<file path="src/psg_pkg.sv">
// Shared types and constants for the pulse/saw sound generator.
// No dependencies; imported by psg_decode and pulse_saw_sound_generator_unit.
package psg_pkg;

  localparam int unsigned MAX_TICKS = 16;
  localparam int unsigned CNT_W     = 14;

  localparam logic [1:0] CMD_WRITE = 2'd0;
  localparam logic [1:0] CMD_TICK  = 2'd1;
  localparam logic [1:0] CMD_SRST  = 2'd2;

  localparam logic [1:0] REG_CTRL = 2'd0;
  localparam logic [1:0] REG_PLO  = 2'd1;
  localparam logic [1:0] REG_PHI  = 2'd2;
  localparam logic [1:0] REG_MSTR = 2'd3;

  localparam logic [1:0] CH_PA  = 2'd0;
  localparam logic [1:0] CH_PB  = 2'd1;
  localparam logic [1:0] CH_SAW = 2'd2;

  localparam logic [3:0] PAGE_PA  = 4'h9;
  localparam logic [3:0] PAGE_PB  = 4'hA;
  localparam logic [3:0] PAGE_SAW = 4'hB;

  localparam logic [3:0] SAW_WRAP = 4'd14;

  typedef struct packed {
    logic [1:0]  command;
    logic [15:0] address;
    logic [7:0]  data;
    logic [4:0]  tick_count;
    logic        audio_on;
  } in_t;

  typedef struct packed {
    logic [3:0] pulse_a_level;
    logic [3:0] pulse_b_level;
    logic [5:0] saw_level;
  } out_t;

  typedef struct packed {
    logic       chan_we;
    logic       master_we;
    logic [1:0] chan;
    logic [1:0] regsel;
  } dec_t;

endpackage

</file>
<file path="src/psg_decode.sv">
// Bus address decoder for the sound generator register map.
// Depends on psg_pkg (dec_t, page and register codes).
module psg_decode import psg_pkg::*; (
  input  logic [15:0] address_i,
  input  logic        swap_i,
  output dec_t        dec_o
);

  logic [1:0] low;

  always_comb begin
    low = address_i[1:0];
    if (swap_i && (low == 2'd1 || low == 2'd2)) begin
      low = low ^ 2'b11;
    end
    dec_o           = '0;
    dec_o.regsel    = low;
    unique case (address_i[15:12])
      PAGE_PA: begin
        if (low == REG_MSTR) begin
          dec_o.master_we = 1'b1;
        end else begin
          dec_o.chan_we = 1'b1;
          dec_o.chan    = CH_PA;
        end
      end
      PAGE_PB: begin
        dec_o.chan_we = (low != REG_MSTR);
        dec_o.chan    = CH_PB;
      end
      PAGE_SAW: begin
        dec_o.chan_we = (low != REG_MSTR);
        dec_o.chan    = CH_SAW;
      end
      default: begin
      end
    endcase
  end

endmodule

</file>
<file path="src/pulse_saw_sound_generator_unit.sv">
// Pulse/saw sound generator top level: handshakes, channel registers and sequencer.
// Depends on psg_pkg and psg_decode.

// A register write, a soft reset or an unused command gives no result. A tick
// item with audio off or the halt bit set goes straight to the done state and
// gives a zero result. An advancing tick item updates the three channels before
// its result is offered, with 0 to 17 counter reloads per channel: one shared
// 14-bit add/compare unit walks the channels in turn, with a subtract step for
// each, then a reload step per reload and a closing step for the channel. The
// block is not ready while a tick is in progress; a finished result waits in the
// output register while the next item is accepted.
module pulse_saw_sound_generator_unit import psg_pkg::*; (
  input  logic clk_i,
  input  logic rst_ni,
  input  logic in_valid_i,
  output logic in_ready_o,
  input  in_t  in_data_i,
  output logic out_valid_o,
  input  logic out_ready_i,
  output out_t out_data_o,
  input  logic cfg_valid_i,
  output logic cfg_ready_o,
  input  logic cfg_swap_lines_i
);

  typedef enum logic [3:0] {
    S_IDLE   = 4'b0001,
    S_SUB    = 4'b0010,
    S_RELOAD = 4'b0100,
    S_DONE   = 4'b1000
  } state_e;

  state_e state_q;

  logic             swap_q;
  logic             halt_q;
  logic [1:0]       shift_q;
  logic [3:0]       vol_q   [2];
  logic [3:0]       duty_q  [2];
  logic [3:0]       dstep_q [2];
  logic [3:0]       lev_q   [2];
  logic [11:0]      period_q[3];
  logic [CNT_W-1:0] cnt_q   [3];
  logic             en_q    [3];
  logic [5:0]       saw_rate_q;
  logic [3:0]       saw_step_q;
  logic [8:0]       saw_accum_q;
  logic [1:0]       ch_q;
  logic [4:0]       t_q;
  logic             run_q;
  logic             out_valid_q;
  out_t             out_q;

  dec_t             dec;
  logic             in_acc;
  logic [4:0]       t_sat;
  logic [11:0]      per_shifted;
  logic [12:0]      reload;
  logic [CNT_W-1:0] cnt_sel;
  logic [CNT_W-1:0] addend;
  logic [CNT_W-1:0] sum;
  logic             need_reload;
  logic [3:0]       saw_step_inc;
  logic [3:0]       saw_step_d;
  logic [8:0]       saw_accum_d;
  logic             pidx;

  psg_decode u_decode (
    .address_i (in_data_i.address),
    .swap_i    (swap_q),
    .dec_o     (dec)
  );

  assign in_ready_o  = (state_q == S_IDLE);
  assign in_acc      = in_valid_i && in_ready_o;
  assign cfg_ready_o = 1'b1;
  assign out_valid_o = out_valid_q;
  assign out_data_o  = out_q;
  assign pidx        = ch_q[0];

  always_comb begin
    if (int'(in_data_i.tick_count) > MAX_TICKS) begin
      t_sat = 5'(MAX_TICKS);
    end else begin
      t_sat = in_data_i.tick_count;
    end
  end

  // shared counter unit: subtract the ticks, then add reloads until positive
  always_comb begin
    cnt_sel = cnt_q[ch_q];
    case (shift_q)
      2'd0:    per_shifted = period_q[ch_q];
      2'd1:    per_shifted = period_q[ch_q] >> 4;
      default: per_shifted = period_q[ch_q] >> 8;
    endcase
    reload      = {1'b0, per_shifted} + 13'd1;
    addend      = (state_q == S_SUB) ? (-{{(CNT_W-5){1'b0}}, t_q})
                                     : {{(CNT_W-13){1'b0}}, reload};
    sum         = cnt_sel + addend;
    need_reload = cnt_sel[CNT_W-1] || (cnt_sel == '0);
  end

  always_comb begin
    saw_step_inc = saw_step_q + 4'd1;
    saw_step_d   = saw_step_inc;
    saw_accum_d  = saw_accum_q;
    if (saw_step_inc >= SAW_WRAP) begin
      saw_step_d  = '0;
      saw_accum_d = '0;
    end else if (!saw_step_inc[0]) begin
      saw_accum_d = saw_accum_q + {3'd0, saw_rate_q};
    end
  end

  always_ff @(posedge clk_i or negedge rst_ni) begin
    if (!rst_ni) begin
      state_q     <= S_IDLE;
      swap_q      <= 1'b0;
      halt_q      <= 1'b0;
      shift_q     <= '0;
      saw_rate_q  <= '0;
      saw_step_q  <= '0;
      saw_accum_q <= '0;
      ch_q        <= CH_PA;
      t_q         <= '0;
      run_q       <= 1'b0;
      out_valid_q <= 1'b0;
      out_q       <= '0;
      for (int i = 0; i < 2; i++) begin
        vol_q[i]   <= '0;
        duty_q[i]  <= '0;
        dstep_q[i] <= '0;
        lev_q[i]   <= '0;
      end
      for (int i = 0; i < 3; i++) begin
        period_q[i] <= 12'hFFF;
        cnt_q[i]    <= '0;
        en_q[i]     <= 1'b0;
      end
    end else begin
      if (cfg_valid_i && cfg_ready_o) begin
        swap_q <= cfg_swap_lines_i;
      end
      // in S_DONE the output register is reloaded below instead
      if (out_valid_q && out_ready_i && (state_q != S_DONE)) begin
        out_valid_q <= 1'b0;
      end

      unique case (state_q)
        S_IDLE: begin
          if (in_acc) begin
            unique case (in_data_i.command)
              CMD_WRITE: begin
                if (dec.master_we) begin
                  halt_q <= in_data_i.data[0];
                  if (in_data_i.data[2]) begin
                    shift_q <= 2'd2;
                  end else if (in_data_i.data[1]) begin
                    shift_q <= 2'd1;
                  end else begin
                    shift_q <= 2'd0;
                  end
                end
                if (dec.chan_we) begin
                  unique case (dec.regsel)
                    REG_CTRL: begin
                      if (dec.chan == CH_SAW) begin
                        saw_rate_q <= in_data_i.data[5:0];
                      end else begin
                        vol_q[dec.chan[0]]  <= in_data_i.data[3:0];
                        duty_q[dec.chan[0]] <= in_data_i.data[7] ? 4'hF
                                               : {1'b0, in_data_i.data[6:4]};
                      end
                    end
                    REG_PLO: begin
                      period_q[dec.chan][7:0] <= in_data_i.data;
                    end
                    REG_PHI: begin
                      period_q[dec.chan][11:8] <= in_data_i.data[3:0];
                      en_q[dec.chan]           <= in_data_i.data[7];
                      if (!in_data_i.data[7]) begin
                        if (dec.chan == CH_SAW) begin
                          saw_step_q  <= '0;
                          saw_accum_q <= '0;
                        end else begin
                          dstep_q[dec.chan[0]] <= '0;
                        end
                      end
                    end
                    default: begin
                    end
                  endcase
                end
              end
              CMD_TICK: begin
                t_q  <= t_sat;
                ch_q <= CH_PA;
                if (in_data_i.audio_on && !halt_q) begin
                  run_q   <= 1'b1;
                  state_q <= S_SUB;
                end else begin
                  run_q    <= 1'b0;
                  lev_q[0] <= '0;
                  lev_q[1] <= '0;
                  state_q  <= S_DONE;
                end
              end
              CMD_SRST: begin
                for (int i = 0; i < 3; i++) begin
                  en_q[i] <= 1'b0;
                end
                dstep_q[0]  <= '0;
                dstep_q[1]  <= '0;
                saw_step_q  <= '0;
                saw_accum_q <= '0;
              end
              default: begin
              end
            endcase
          end
        end
        S_SUB: begin
          cnt_q[ch_q] <= sum;
          state_q     <= S_RELOAD;
        end
        S_RELOAD: begin
          if (need_reload) begin
            cnt_q[ch_q] <= sum;
            if (en_q[ch_q]) begin
              if (ch_q == CH_SAW) begin
                saw_step_q  <= saw_step_d;
                saw_accum_q <= saw_accum_d;
              end else begin
                dstep_q[pidx] <= dstep_q[pidx] + 4'd1;
              end
            end
          end else if (ch_q == CH_SAW) begin
            state_q <= S_DONE;
          end else begin
            lev_q[pidx] <= (en_q[ch_q] && (dstep_q[pidx] <= duty_q[pidx]))
                           ? vol_q[pidx] : 4'd0;
            ch_q        <= ch_q + 2'd1;
            state_q     <= S_SUB;
          end
        end
        S_DONE: begin
          if (!out_valid_q || out_ready_i) begin
            out_valid_q         <= 1'b1;
            out_q.pulse_a_level <= lev_q[0];
            out_q.pulse_b_level <= lev_q[1];
            out_q.saw_level     <= run_q ? saw_accum_q[8:3] : 6'd0;
            state_q             <= S_IDLE;
          end
        end
        default: begin
          state_q <= S_IDLE;
        end
      endcase
    end
  end

  // a reload cycle is always followed by another look at the same channel
  assert property (@(posedge clk_i) disable iff (!rst_ni)
    (state_q == S_RELOAD && need_reload) |=> (state_q == S_RELOAD && $stable(ch_q)))
    else $error("reload loop left early");

  assert property (@(posedge clk_i) disable iff (!rst_ni)
    (state_q == S_SUB) |=> (state_q == S_RELOAD && $stable(ch_q)))
    else $error("subtract not followed by reload check");

  assert property (@(posedge clk_i) disable iff (!rst_ni)
    saw_step_q < SAW_WRAP)
    else $error("saw step out of range");

  // six adds of at most 63 between clears
  assert property (@(posedge clk_i) disable iff (!rst_ni)
    saw_accum_q <= 9'd378)
    else $error("saw accumulator beyond its reachable range");

  assert property (@(posedge clk_i) disable iff (!rst_ni)
    (state_q == S_DONE && out_valid_q && !out_ready_i) |=> (state_q == S_DONE))
    else $error("result dropped while output busy");

endmodule
</file>
<file path="config.mk">
export PLATFORM = sky130hd
export DESIGN_NAME = pulse_saw_sound_generator_unit
export DESIGN_NICKNAME = d
export VERILOG_FILES = /design/src/psg_pkg.sv /design/src/psg_decode.sv /design/src/pulse_saw_sound_generator_unit.sv
export SDC_FILE = /design/constraint.sdc
export NUM_CORES = 1
export LEC_CHECK = 0
export BUFFER_PORTS_ARGS = -buffer_cell sky130_fd_sc_hd__buf_4
export CORE_ASPECT_RATIO = 0.5
export CORE_UTILIZATION = 62
export DETAILED_ROUTE_END_ITERATION = 8
export PLACE_DENSITY = 0.8
export SYNTH_ARGS = -nofsm -noshare
export SYNTH_HDL_FRONTEND = slang
export SYNTH_SLANG_ARGS = --single-unit
</file>
<file path="constraint.sdc">
create_clock -name clk_i -period 5.7 [get_ports clk_i]
set_input_delay 0.285 -clock clk_i [delete_from_list [all_inputs] [get_ports clk_i]]
set_output_delay 0.285 -clock clk_i [all_outputs]
set_load 0.005 [all_outputs]
</file>
==> flow_results.xml, run 1 <==
<?xml version="1.0" encoding="UTF-8"?>
<metrics>
  <group name="cts">
    <metric name="insertion_delay" unit="ps">440</metric>
    <metric name="cts_repair_resize_count" unit="">0</metric>
    <metric name="number_of_buffers_between_clock_root_and_the_deepest_sink" unit="">2</metric>
    <metric name="clkSlewWorstSetupHoldPaths" unit="ps">70</metric>
    <metric name="tritoncts_num_sinks" unit="">163</metric>
    <metric name="numCtsBuffers" unit="">17</metric>
    <metric name="cts_tree" unit="">done</metric>
    <metric name="cts.repair_timing.setup_buffer_count" unit="">0</metric>
    <metric name="cts_max_level" unit="">4</metric>
    <metric name="clock-root-buffer" unit="">sky130_fd_sc_hd__clkbuf_16</metric>
    <metric name="cts_hold_buf" unit="">1</metric>
  </group>
  <group name="synth">
    <metric name="post_synthesis_sequential_area_ratio" unit="">0.452</metric>
    <metric name="synth.cell_area" unit="sq mm">0.00913</metric>
    <metric name="yosysMostFrequentCell" unit="">sky130_fd_sc_hd__dfrtp_1</metric>
    <metric name="yosys.area.top_type" unit="">sky130_fd_sc_hd__dfrtp_1</metric>
    <metric name="top_cells_by_area_synth" unit="">sky130_fd_sc_hd__dfrtp_1 35%, sky130_fd_sc_hd__mux2_2 14%, sky130_fd_sc_hd__dfstp_2 11%</metric>
    <metric name="post_synth_edffs" unit="">0</metric>
    <metric name="netlist_top_cells_count" unit="">126 x sky130_fd_sc_hd__dfrtp_1, 113 x sky130_fd_sc_hd__mux2_2, 60 x sky130_fd_sc_hd__nand2_1</metric>
    <metric name="mappedNetlistNets" unit="">898</metric>
    <metric name="yosys.area.top_type_share" unit="">0.345</metric>
    <metric name="synth_cells" unit="">824</metric>
    <metric name="postSynthRegisterBits" unit="">163</metric>
    <metric name="synth-main-ff-cell" unit="">sky130_fd_sc_hd__dfrtp_1</metric>
    <metric name="asyncSetResetFlopFracSynth" unit="">1.00</metric>
    <metric name="postSynthAreaPerCell" unit="sq um">11.1</metric>
    <metric name="synth_cell_types" unit="">77</metric>
    <metric name="ys.warnings.count" unit="">0</metric>
  </group>
  <group name="timing">
    <metric name="finalSetupTns" unit="ps">0</metric>
    <metric name="timing.final.crit_share" unit="">0.819</metric>
    <metric name="fmaxAchievable" unit="GHz">0.214</metric>
    <metric name="worstMarginPinSlew" unit="ps">919</metric>
    <metric name="timing.slew.headroom" unit="">0.387</metric>
    <metric name="setup_repair_after_global_routing_missed_its_margin" unit="">false</metric>
    <metric name="setup_viol" unit="">0</metric>
    <metric name="final.min_clock_period" unit="ps">4670</metric>
    <metric name="finalHoldViolCount" unit="">0</metric>
    <metric name="fin_worst_skew" unit="ps">16.1</metric>
    <metric name="finalMaxSlewViolations" unit="">0</metric>
  </group>
  <group name="worst_setup_path">
    <metric name="reg2reg_from" unit="">ch_q[1]$_DFFE_PN0P_</metric>
    <metric name="end_kind" unit="">flop</metric>
    <metric name="startpoint_of_the_worst_setup_timing_path" unit="">ch_q[1]$_DFFE_PN0P_</metric>
    <metric name="r2r_slack" unit="ps">1030</metric>
    <metric name="worst_setup_path_start_kind" unit="">flop</metric>
    <metric name="crit_fanout" unit="">24</metric>
    <metric name="crit_required" unit="ps">6020</metric>
    <metric name="reg2reg_depth" unit="">15</metric>
    <metric name="crit-reg2reg-capture" unit="">cnt_q[25]$_DFFE_PN0P_</metric>
    <metric name="path_type_of_the_worst_setup_path" unit="">reg -&gt; reg</metric>
    <metric name="critical_path.endpoint" unit="">cnt_q[25]$_DFFE_PN0P_</metric>
    <metric name="crit_arrival" unit="ps">4980</metric>
  </group>
  <group name="routing">
    <metric name="drt-initial-drc-count" unit="">508</metric>
    <metric name="detail_route.first_pass.iterations" unit="">6</metric>
    <metric name="wirelength" unit="um">20700</metric>
    <metric name="detail_route.drc_violations" unit="">0</metric>
    <metric name="vias" unit="">6610</metric>
    <metric name="vias_per_cell" unit="">6.22</metric>
    <metric name="wl_per_cell" unit="um">19.5</metric>
    <metric name="postRouteAntennaNets" unit="">0</metric>
  </group>
  <group name="power_and_ir_drop">
    <metric name="power_frac_comb" unit="">0.118</metric>
    <metric name="power.switching" unit="mW">0.780</metric>
    <metric name="p_clk_frac" unit="">0.433</metric>
    <metric name="p_leak" unit="nW">4.68</metric>
    <metric name="worst_ir_drop_vdd" unit="mV">0.241</metric>
    <metric name="p_seq_frac" unit="">0.449</metric>
    <metric name="intPower" unit="mW">1.99</metric>
    <metric name="cellPowerDensity" unit="mW/mm^2">271</metric>
    <metric name="power.switching_fraction" unit="">0.282</metric>
  </group>
  <group name="cells_and_area">
    <metric name="nFillCells" unit="">986</metric>
    <metric name="post_route_cells_drive_above_1_share" unit="">0.295</metric>
    <metric name="area.growth.synth_to_final" unit="%">12.0</metric>
    <metric name="fin_nets" unit="">932</metric>
    <metric name="layout.cells.non_filler" unit="">1063</metric>
    <metric name="antenna_cells_inserted" unit="">0</metric>
  </group>
  <group name="global_route">
    <metric name="antenna_found_initial" unit="">0</metric>
    <metric name="first_pass_grt_wire_length" unit="um">33900</metric>
    <metric name="gr-total-overflow" unit="">0</metric>
    <metric name="grt_start_max_net_pins" unit="">60</metric>
    <metric name="total_track_usage" unit="">0.286</metric>
    <metric name="grt_pass1_vias" unit="">6793</metric>
  </group>
  <group name="floorplanning">
    <metric name="coreArea" unit="sq mm">0.0140</metric>
    <metric name="design.die.area" unit="sq mm">0.0152</metric>
    <metric name="die_w" unit="um">174</metric>
    <metric name="io-pin-count" unit="">55</metric>
    <metric name="fp-row-count" unit="">30</metric>
    <metric name="floorplan.initialDensity" unit="">0.654</metric>
    <metric name="floorplan.die.height" unit="um">87.8</metric>
  </group>
  <group name="placed_design">
    <metric name="io_buffers" unit="">43</metric>
    <metric name="place.detailed.hpwl" unit="um">14300</metric>
    <metric name="dpl.cell_count" unit="">1030</metric>
    <metric name="gp_routability_congestion" unit="">0.955</metric>
  </group>
  <group name="job">
    <metric name="timing.max_cap.violations" unit="">0</metric>
  </group>
  <group name="min_path">
    <metric name="holdCritPathClass" unit="">in -&gt; reg</metric>
  </group>
  <group name="status">
    <metric name="status" unit="">completed</metric>
  </group>
</metrics>
[cell type report]
| cell class | count | area, sq um | share of cell area |
|---|---|---|---|
| timing repair buffer | 51 | 389 | 0.0381 |
| multi-input combinational | 604 | 4750 | 0.465 |
| inverter | 21 | 78.8 | 0.00771 |
| sequential | 163 | 4130 | 0.404 |
| clock inverter | 15 | 211 | 0.0207 |
| tap | 192 | 240 | 0.0235 |
| clock buffer | 17 | 425 | 0.0416 |
[how the worst min path moves through the flow]
stage | startpoint | endpoint | cells past startpoint
after global routing | cfg_swap_lines_i | swap_q$_DFFE_PN0P_ | 2
final | cfg_swap_lines_i | swap_q$_DFFE_PN0P_ | 2
after floorplan | rst_ni | ch_q[0]$_DFFE_PN0P_ | 0
after global placement | rst_ni | cnt_q[1]$_DFFE_PN0P_ | 1
after detailed placement | rst_ni | cnt_q[1]$_DFFE_PN0P_ | 1
after CTS | cfg_swap_lines_i | swap_q$_DFFE_PN0P_ | 2
[registers in the layout, indices dropped and copies added (netlist names), 2 cells and up]
register	cells
en_q	3
saw_step_q	4
vol_q	8
saw_accum_q	9
duty_q	8
t_q	5
state_q	4
dstep_q	8
cnt_q	42
saw_rate_q	6
shift_q	2
ch_q	2
lev_q	8
out_data_o	14
period_q	36
[worst max-delay path, stage by stage (launching register included)]
cell	delay (ps)
sky130_fd_sc_hd__dfrtp_2	630
sky130_fd_sc_hd__nor2b_4	620
sky130_fd_sc_hd__o2bb2ai_1	290
sky130_fd_sc_hd__o221ai_1	320
sky130_fd_sc_hd__nor3b_2	410
sky130_fd_sc_hd__nor2b_1	200
sky130_fd_sc_hd__mux2_1	340
sky130_fd_sc_hd__o21ai_1	130
sky130_fd_sc_hd__ha_1	260
sky130_fd_sc_hd__nand4_1	140
sky130_fd_sc_hd__o21ai_0	180
sky130_fd_sc_hd__nor2_1	90
sky130_fd_sc_hd__a31oi_1	300
sky130_fd_sc_hd__o21ai_0	190
sky130_fd_sc_hd__xnor2_1	180
sky130_fd_sc_hd__mux2_2	270
[cell usage in the layout, fill, tap and decap left out, drive strengths merged, types with 4 or more instances in the layout]
master / count
o21ai: 55
clkbuf: 17
o211ai: 7
nor3: 12
xor2: 13
nor2: 45
o31ai: 5
or4b: 4
nor2b: 8
dfrtp: 126
ha: 34
nor4: 8
nand2: 60
and2: 6
a21o: 9
xnor2: 15
or3: 6
nand2b: 15
o21bai: 4
nand4: 9
nand3b: 14
a22o: 10
a31oi: 4
nand3: 14
o2bb2ai: 21
buf: 50
clkinv: 10
dfstp: 37
mux2i: 31
nor3b: 5
mux2: 115
a211oi: 6
a32o: 8
a21oi: 17
inv: 24
[power by group through the flow]
| stage | Clock [mW] | Sequential [mW] | Combinational [mW] |
|---|---|---|---|
| after floorplan | 0 | 1.25 | 0.208 |
| after global placement | 0 | 1.26 | 0.310 |
| after detailed placement | 0 | 1.26 | 0.322 |
| after CTS | 1.21 | 1.24 | 0.328 |
| after global routing | 1.26 | 1.25 | 0.363 |
| final | 1.20 | 1.24 | 0.328 |
[per-stage QoR]
step | setup WS, ps | cell area, sq um | hold WS [ps] | util | power, mW
finish | 1030 | 10200 | 82.5 | 0.732 | 2.77
global route | 706 | 10200 | 88.7 | 0.732 | 2.87
CTS | 1070 | 10200 | 76.2 | 0.732 | 2.78
detailed placement | 1150 | 9580 | 288 | 0.686 | 1.58
global placement | 1240 | 9580 | 284 | 0.686 | 1.57
floorplan | 1660 | 9130 | -10.6 | - | 1.46
[layer usage]
metal  vias up  global-route usage  routed length [um]
met1      3331               0.368                9250
met4         0              0.0925                 280
met5         -                   0                   0
met2       158               0.500               10100
li1       3096                   -                   -
met3        25              0.0547                1090
[kinds of logic after synthesis]
logic type / after synthesis / share of synthesized area
multiplexers: 147 / 0.178
AND/OR/NAND/NOR: 223 / 0.133
adder cells (fa/ha/maj): 36 / 0.0510
AO/OA/AOI/OAI: 169 / 0.129
XOR/XNOR: 28 / 0.0269
other: 1 / 0.000411
flip-flops: 163 / 0.452
buffers and inverters: 57 / 0.0300
Power figures use the tool's default switching activity.
==> run 2: changes to the inputs <==
--- a/config.mk
+++ b/config.mk
@@ -7,9 +7,9 @@
 export LEC_CHECK = 0
 export BUFFER_PORTS_ARGS = -buffer_cell sky130_fd_sc_hd__buf_4
 export CORE_ASPECT_RATIO = 0.5
-export CORE_UTILIZATION = 62
+export CORE_UTILIZATION = 56
 export DETAILED_ROUTE_END_ITERATION = 8
-export PLACE_DENSITY = 0.8
+export PLACE_DENSITY = 0.76
 export SYNTH_ARGS = -nofsm -noshare
 export SYNTH_HDL_FRONTEND = slang
 export SYNTH_SLANG_ARGS = --single-unit
==> constraint.sdc (replaced) <==
create_clock -name clk_i -period 4.1 [get_ports clk_i]
set_input_delay 0.205 -clock clk_i [delete_from_list [all_inputs] [get_ports clk_i]]
set_output_delay 0.205 -clock clk_i [all_outputs]
set_load 0.005 [all_outputs]
==> flow_results.xml, run 2 (synthesis results as in run 1) <==
<?xml version="1.0" encoding="UTF-8"?>
<metrics>
  <group name="min_path">
    <metric name="worstHoldEndpoint" unit="">t_q[2]$_DFFE_PN0P_</metric>
    <metric name="worstHoldStart" unit="">in_data_i[3]</metric>
    <metric name="min_delay_path_depth" unit="">3</metric>
    <metric name="holdCritPathClass" unit="">in -&gt; reg</metric>
  </group>
  <group name="power_and_ir_drop">
    <metric name="power_frac_comb" unit="">0.131</metric>
    <metric name="power.total" unit="mW">3.80</metric>
    <metric name="power.switching_fraction" unit="">0.284</metric>
    <metric name="p_clk_frac" unit="">0.415</metric>
    <metric name="p_leak" unit="nW">4.82</metric>
    <metric name="cellPowerDensity" unit="mW/mm^2">359</metric>
    <metric name="worst_ir_drop_vdd" unit="mV">0.245</metric>
    <metric name="power.switching" unit="mW">1.08</metric>
    <metric name="intPower" unit="mW">2.72</metric>
    <metric name="p_seq_frac" unit="">0.455</metric>
  </group>
  <group name="routing">
    <metric name="drt-initial-drc-count" unit="">406</metric>
    <metric name="vias_per_cell" unit="">6.04</metric>
    <metric name="detail_route.first_pass.iterations" unit="">5</metric>
    <metric name="vias" unit="">6766</metric>
    <metric name="detail_route.drc_violations" unit="">0</metric>
    <metric name="wirelength" unit="um">20700</metric>
    <metric name="wl_per_cell" unit="um">18.5</metric>
    <metric name="postRouteAntennaNets" unit="">0</metric>
  </group>
  <group name="cts">
    <metric name="insertion_delay" unit="ps">430</metric>
    <metric name="cts_max_level" unit="">4</metric>
    <metric name="clock-root-buffer" unit="">sky130_fd_sc_hd__clkbuf_16</metric>
    <metric name="clkSlewWorstSetupHoldPaths" unit="ps">70</metric>
    <metric name="tritoncts_num_sinks" unit="">163</metric>
    <metric name="numCtsBuffers" unit="">17</metric>
    <metric name="number_of_buffers_between_clock_root_and_the_deepest_sink" unit="">2</metric>
    <metric name="cts_tree" unit="">done</metric>
  </group>
  <group name="status">
    <metric name="status" unit="">completed</metric>
  </group>
  <group name="timing">
    <metric name="finalMaxSlewViolations" unit="">0</metric>
    <metric name="setup_viol" unit="">0</metric>
    <metric name="timing.final.crit_share" unit="">0.981</metric>
    <metric name="timing.slew.headroom" unit="">0.353</metric>
    <metric name="finalSetupTns" unit="ps">0</metric>
    <metric name="worstMarginPinSlew" unit="ps">970</metric>
    <metric name="fin_worst_skew" unit="ps">13.5</metric>
    <metric name="final.hold.worst_slack" unit="ps">10.9</metric>
    <metric name="final.min_clock_period" unit="ps">4020</metric>
    <metric name="fmaxAchievable" unit="GHz">0.249</metric>
    <metric name="finalHoldViolCount" unit="">0</metric>
    <metric name="layout_setup_ws" unit="ps">78.1</metric>
  </group>
  <group name="global_route">
    <metric name="antenna_found_initial" unit="">0</metric>
    <metric name="grt_pass1_vias" unit="">6687</metric>
    <metric name="gr-total-overflow" unit="">0</metric>
    <metric name="first_pass_grt_wire_length" unit="um">34000</metric>
    <metric name="total_track_usage" unit="">0.260</metric>
    <metric name="grt_start_max_net_pins" unit="">104</metric>
  </group>
  <group name="cells_and_area">
    <metric name="layout.cells.most_common_list" unit="">125 x sky130_fd_sc_hd__dfrtp_1, 111 x sky130_fd_sc_hd__mux2_2, 71 x sky130_fd_sc_hd__buf_4</metric>
    <metric name="fin_nets" unit="">960</metric>
    <metric name="area.growth.synth_to_final" unit="%">15.9</metric>
    <metric name="mostFrequentLayoutCell" unit="">sky130_fd_sc_hd__dfrtp_1</metric>
    <metric name="top_register" unit="">cnt_q</metric>
    <metric name="layout.cells.non_filler" unit="">1120</metric>
    <metric name="largest_register_ffs" unit="">42</metric>
    <metric name="post_route_cells_drive_above_1_share" unit="">0.338</metric>
    <metric name="antenna_cells_inserted" unit="">0</metric>
  </group>
  <group name="worst_setup_path">
    <metric name="path_type_of_the_worst_setup_path" unit="">reg -&gt; reg</metric>
    <metric name="crit_fanout" unit="">13</metric>
    <metric name="end_kind" unit="">flop</metric>
    <metric name="reg2reg_from" unit="">ch_q[1]$_DFFE_PN0P_</metric>
    <metric name="reg2reg_depth" unit="">15</metric>
    <metric name="r2r_slack" unit="ps">80</metric>
    <metric name="crit_arrival" unit="ps">4390</metric>
    <metric name="crit_required" unit="ps">4470</metric>
    <metric name="crit-reg2reg-capture" unit="">cnt_q[41]$_DFFE_PN0P_</metric>
    <metric name="worst_setup_path_start_kind" unit="">flop</metric>
  </group>
  <group name="placed_design">
    <metric name="gp_routability_congestion" unit="">0.913</metric>
    <metric name="pre_cts_slack" unit="ps">7.80</metric>
    <metric name="place.detailed.hpwl" unit="um">14500</metric>
    <metric name="io_buffers" unit="">43</metric>
    <metric name="dpl.cell_count" unit="">1074</metric>
  </group>
  <group name="floorplanning">
    <metric name="floorplan.initialDensity" unit="">0.583</metric>
    <metric name="io-pin-count" unit="">55</metric>
    <metric name="fp-row-count" unit="">32</metric>
    <metric name="coreArea" unit="sq mm">0.0157</metric>
    <metric name="floorplan.die.height" unit="um">92.3</metric>
    <metric name="die_w" unit="um">183</metric>
    <metric name="design.die.area" unit="sq mm">0.0168</metric>
  </group>
  <group name="job">
    <metric name="timing.max_cap.violations" unit="">0</metric>
  </group>
</metrics>
-- run 2: repair_timing --
item / 4_1_cts / 5_1_grt
hold buffers: 4 / 0
pin swaps: 0 / 13
resized for setup: 2 / 37
buffers inserted: 0 / 10
hold endpoints to repair: 83 / 0
endpoints found under the setup margin: 6 / 22
-- run 2: worst max path at each step --
stage	startpoint	end	slack, ps	cells past startpoint
6_report	ch_q[1]$_DFFE_PN0P_	cnt_q[41]$_DFFE_PN0P_	80	15
5_1_grt	ch_q[1]$_DFFE_PN0P_	cnt_q[13]$_DFFE_PN0P_	-110	15
4_1_cts	ch_q[1]$_DFFE_PN0P_	cnt_q[41]$_DFFE_PN0P_	2	16
3_5_place_dp	ch_q[1]$_DFFE_PN0P_	cnt_q[27]$_DFFE_PN0P_	8	19
3_3_place_gp	ch_q[1]$_DFFE_PN0P_	cnt_q[39]$_DFFE_PN0P_	100	19
2_1_floorplan	ch_q[1]$_DFFE_PN0P_	cnt_q[11]$_DFFE_PN0P_	60	21
-- run 2: stage by stage --
| step | util | area (sq um) |
|---|---|---|
| floorplan | - | 9130 |
| global placement | 0.621 | 9720 |
| detailed placement | 0.621 | 9720 |
| CTS | 0.661 | 10400 |
| global route | 0.676 | 10600 |
| finish | 0.676 | 10600 |
-- run 2: critical path, stage by stage, from the launching register on --
cell and delay, ps:
sky130_fd_sc_hd__dfrtp_2 500, sky130_fd_sc_hd__buf_8 190, sky130_fd_sc_hd__mux2i_1 150, sky130_fd_sc_hd__o2bb2ai_1 510, sky130_fd_sc_hd__nand3_1 180, sky130_fd_sc_hd__a211oi_2 320
sky130_fd_sc_hd__nand2_1 140, sky130_fd_sc_hd__xnor2_1 140, sky130_fd_sc_hd__mux2i_1 190, sky130_fd_sc_hd__ha_1 310, sky130_fd_sc_hd__or2_2 300, sky130_fd_sc_hd__a21boi_1 240
sky130_fd_sc_hd__a31oi_4 70, sky130_fd_sc_hd__o41a_1 420, sky130_fd_sc_hd__nand4_1 120, sky130_fd_sc_hd__mux2_2 160
-- run 2: cell type report --
cell class	instances	area, sq um
Tap cell	221	277
Clock inverter	15	161
Inverter	21	78.8
Sequential cell	163	4130
Clock buffer	17	425
Timing Repair Buffer	79	634
Fill cell	1108	5070
Multi-Input combinational cell	604	4880
-- run 2: per-layer routing --
metal / track usage / share of wire
met2: 0.427 / 0.48
met1: 0.354 / 0.46
met4: 0.0707 / 0.012
met3: 0.0481 / 0.050
met5: 0 / 0
-- run 2: power groups by stage --
stage / registers (mW) / clock network, mW / logic, mW
after floorplan: 1.74 / 0 / 0.289
after global placement: 1.75 / 0 / 0.441
after detailed placement: 1.75 / 0 / 0.455
after CTS: 1.72 / 1.60 / 0.462
after global routing: 1.73 / 1.67 / 0.549
final: 1.73 / 1.58 / 0.495
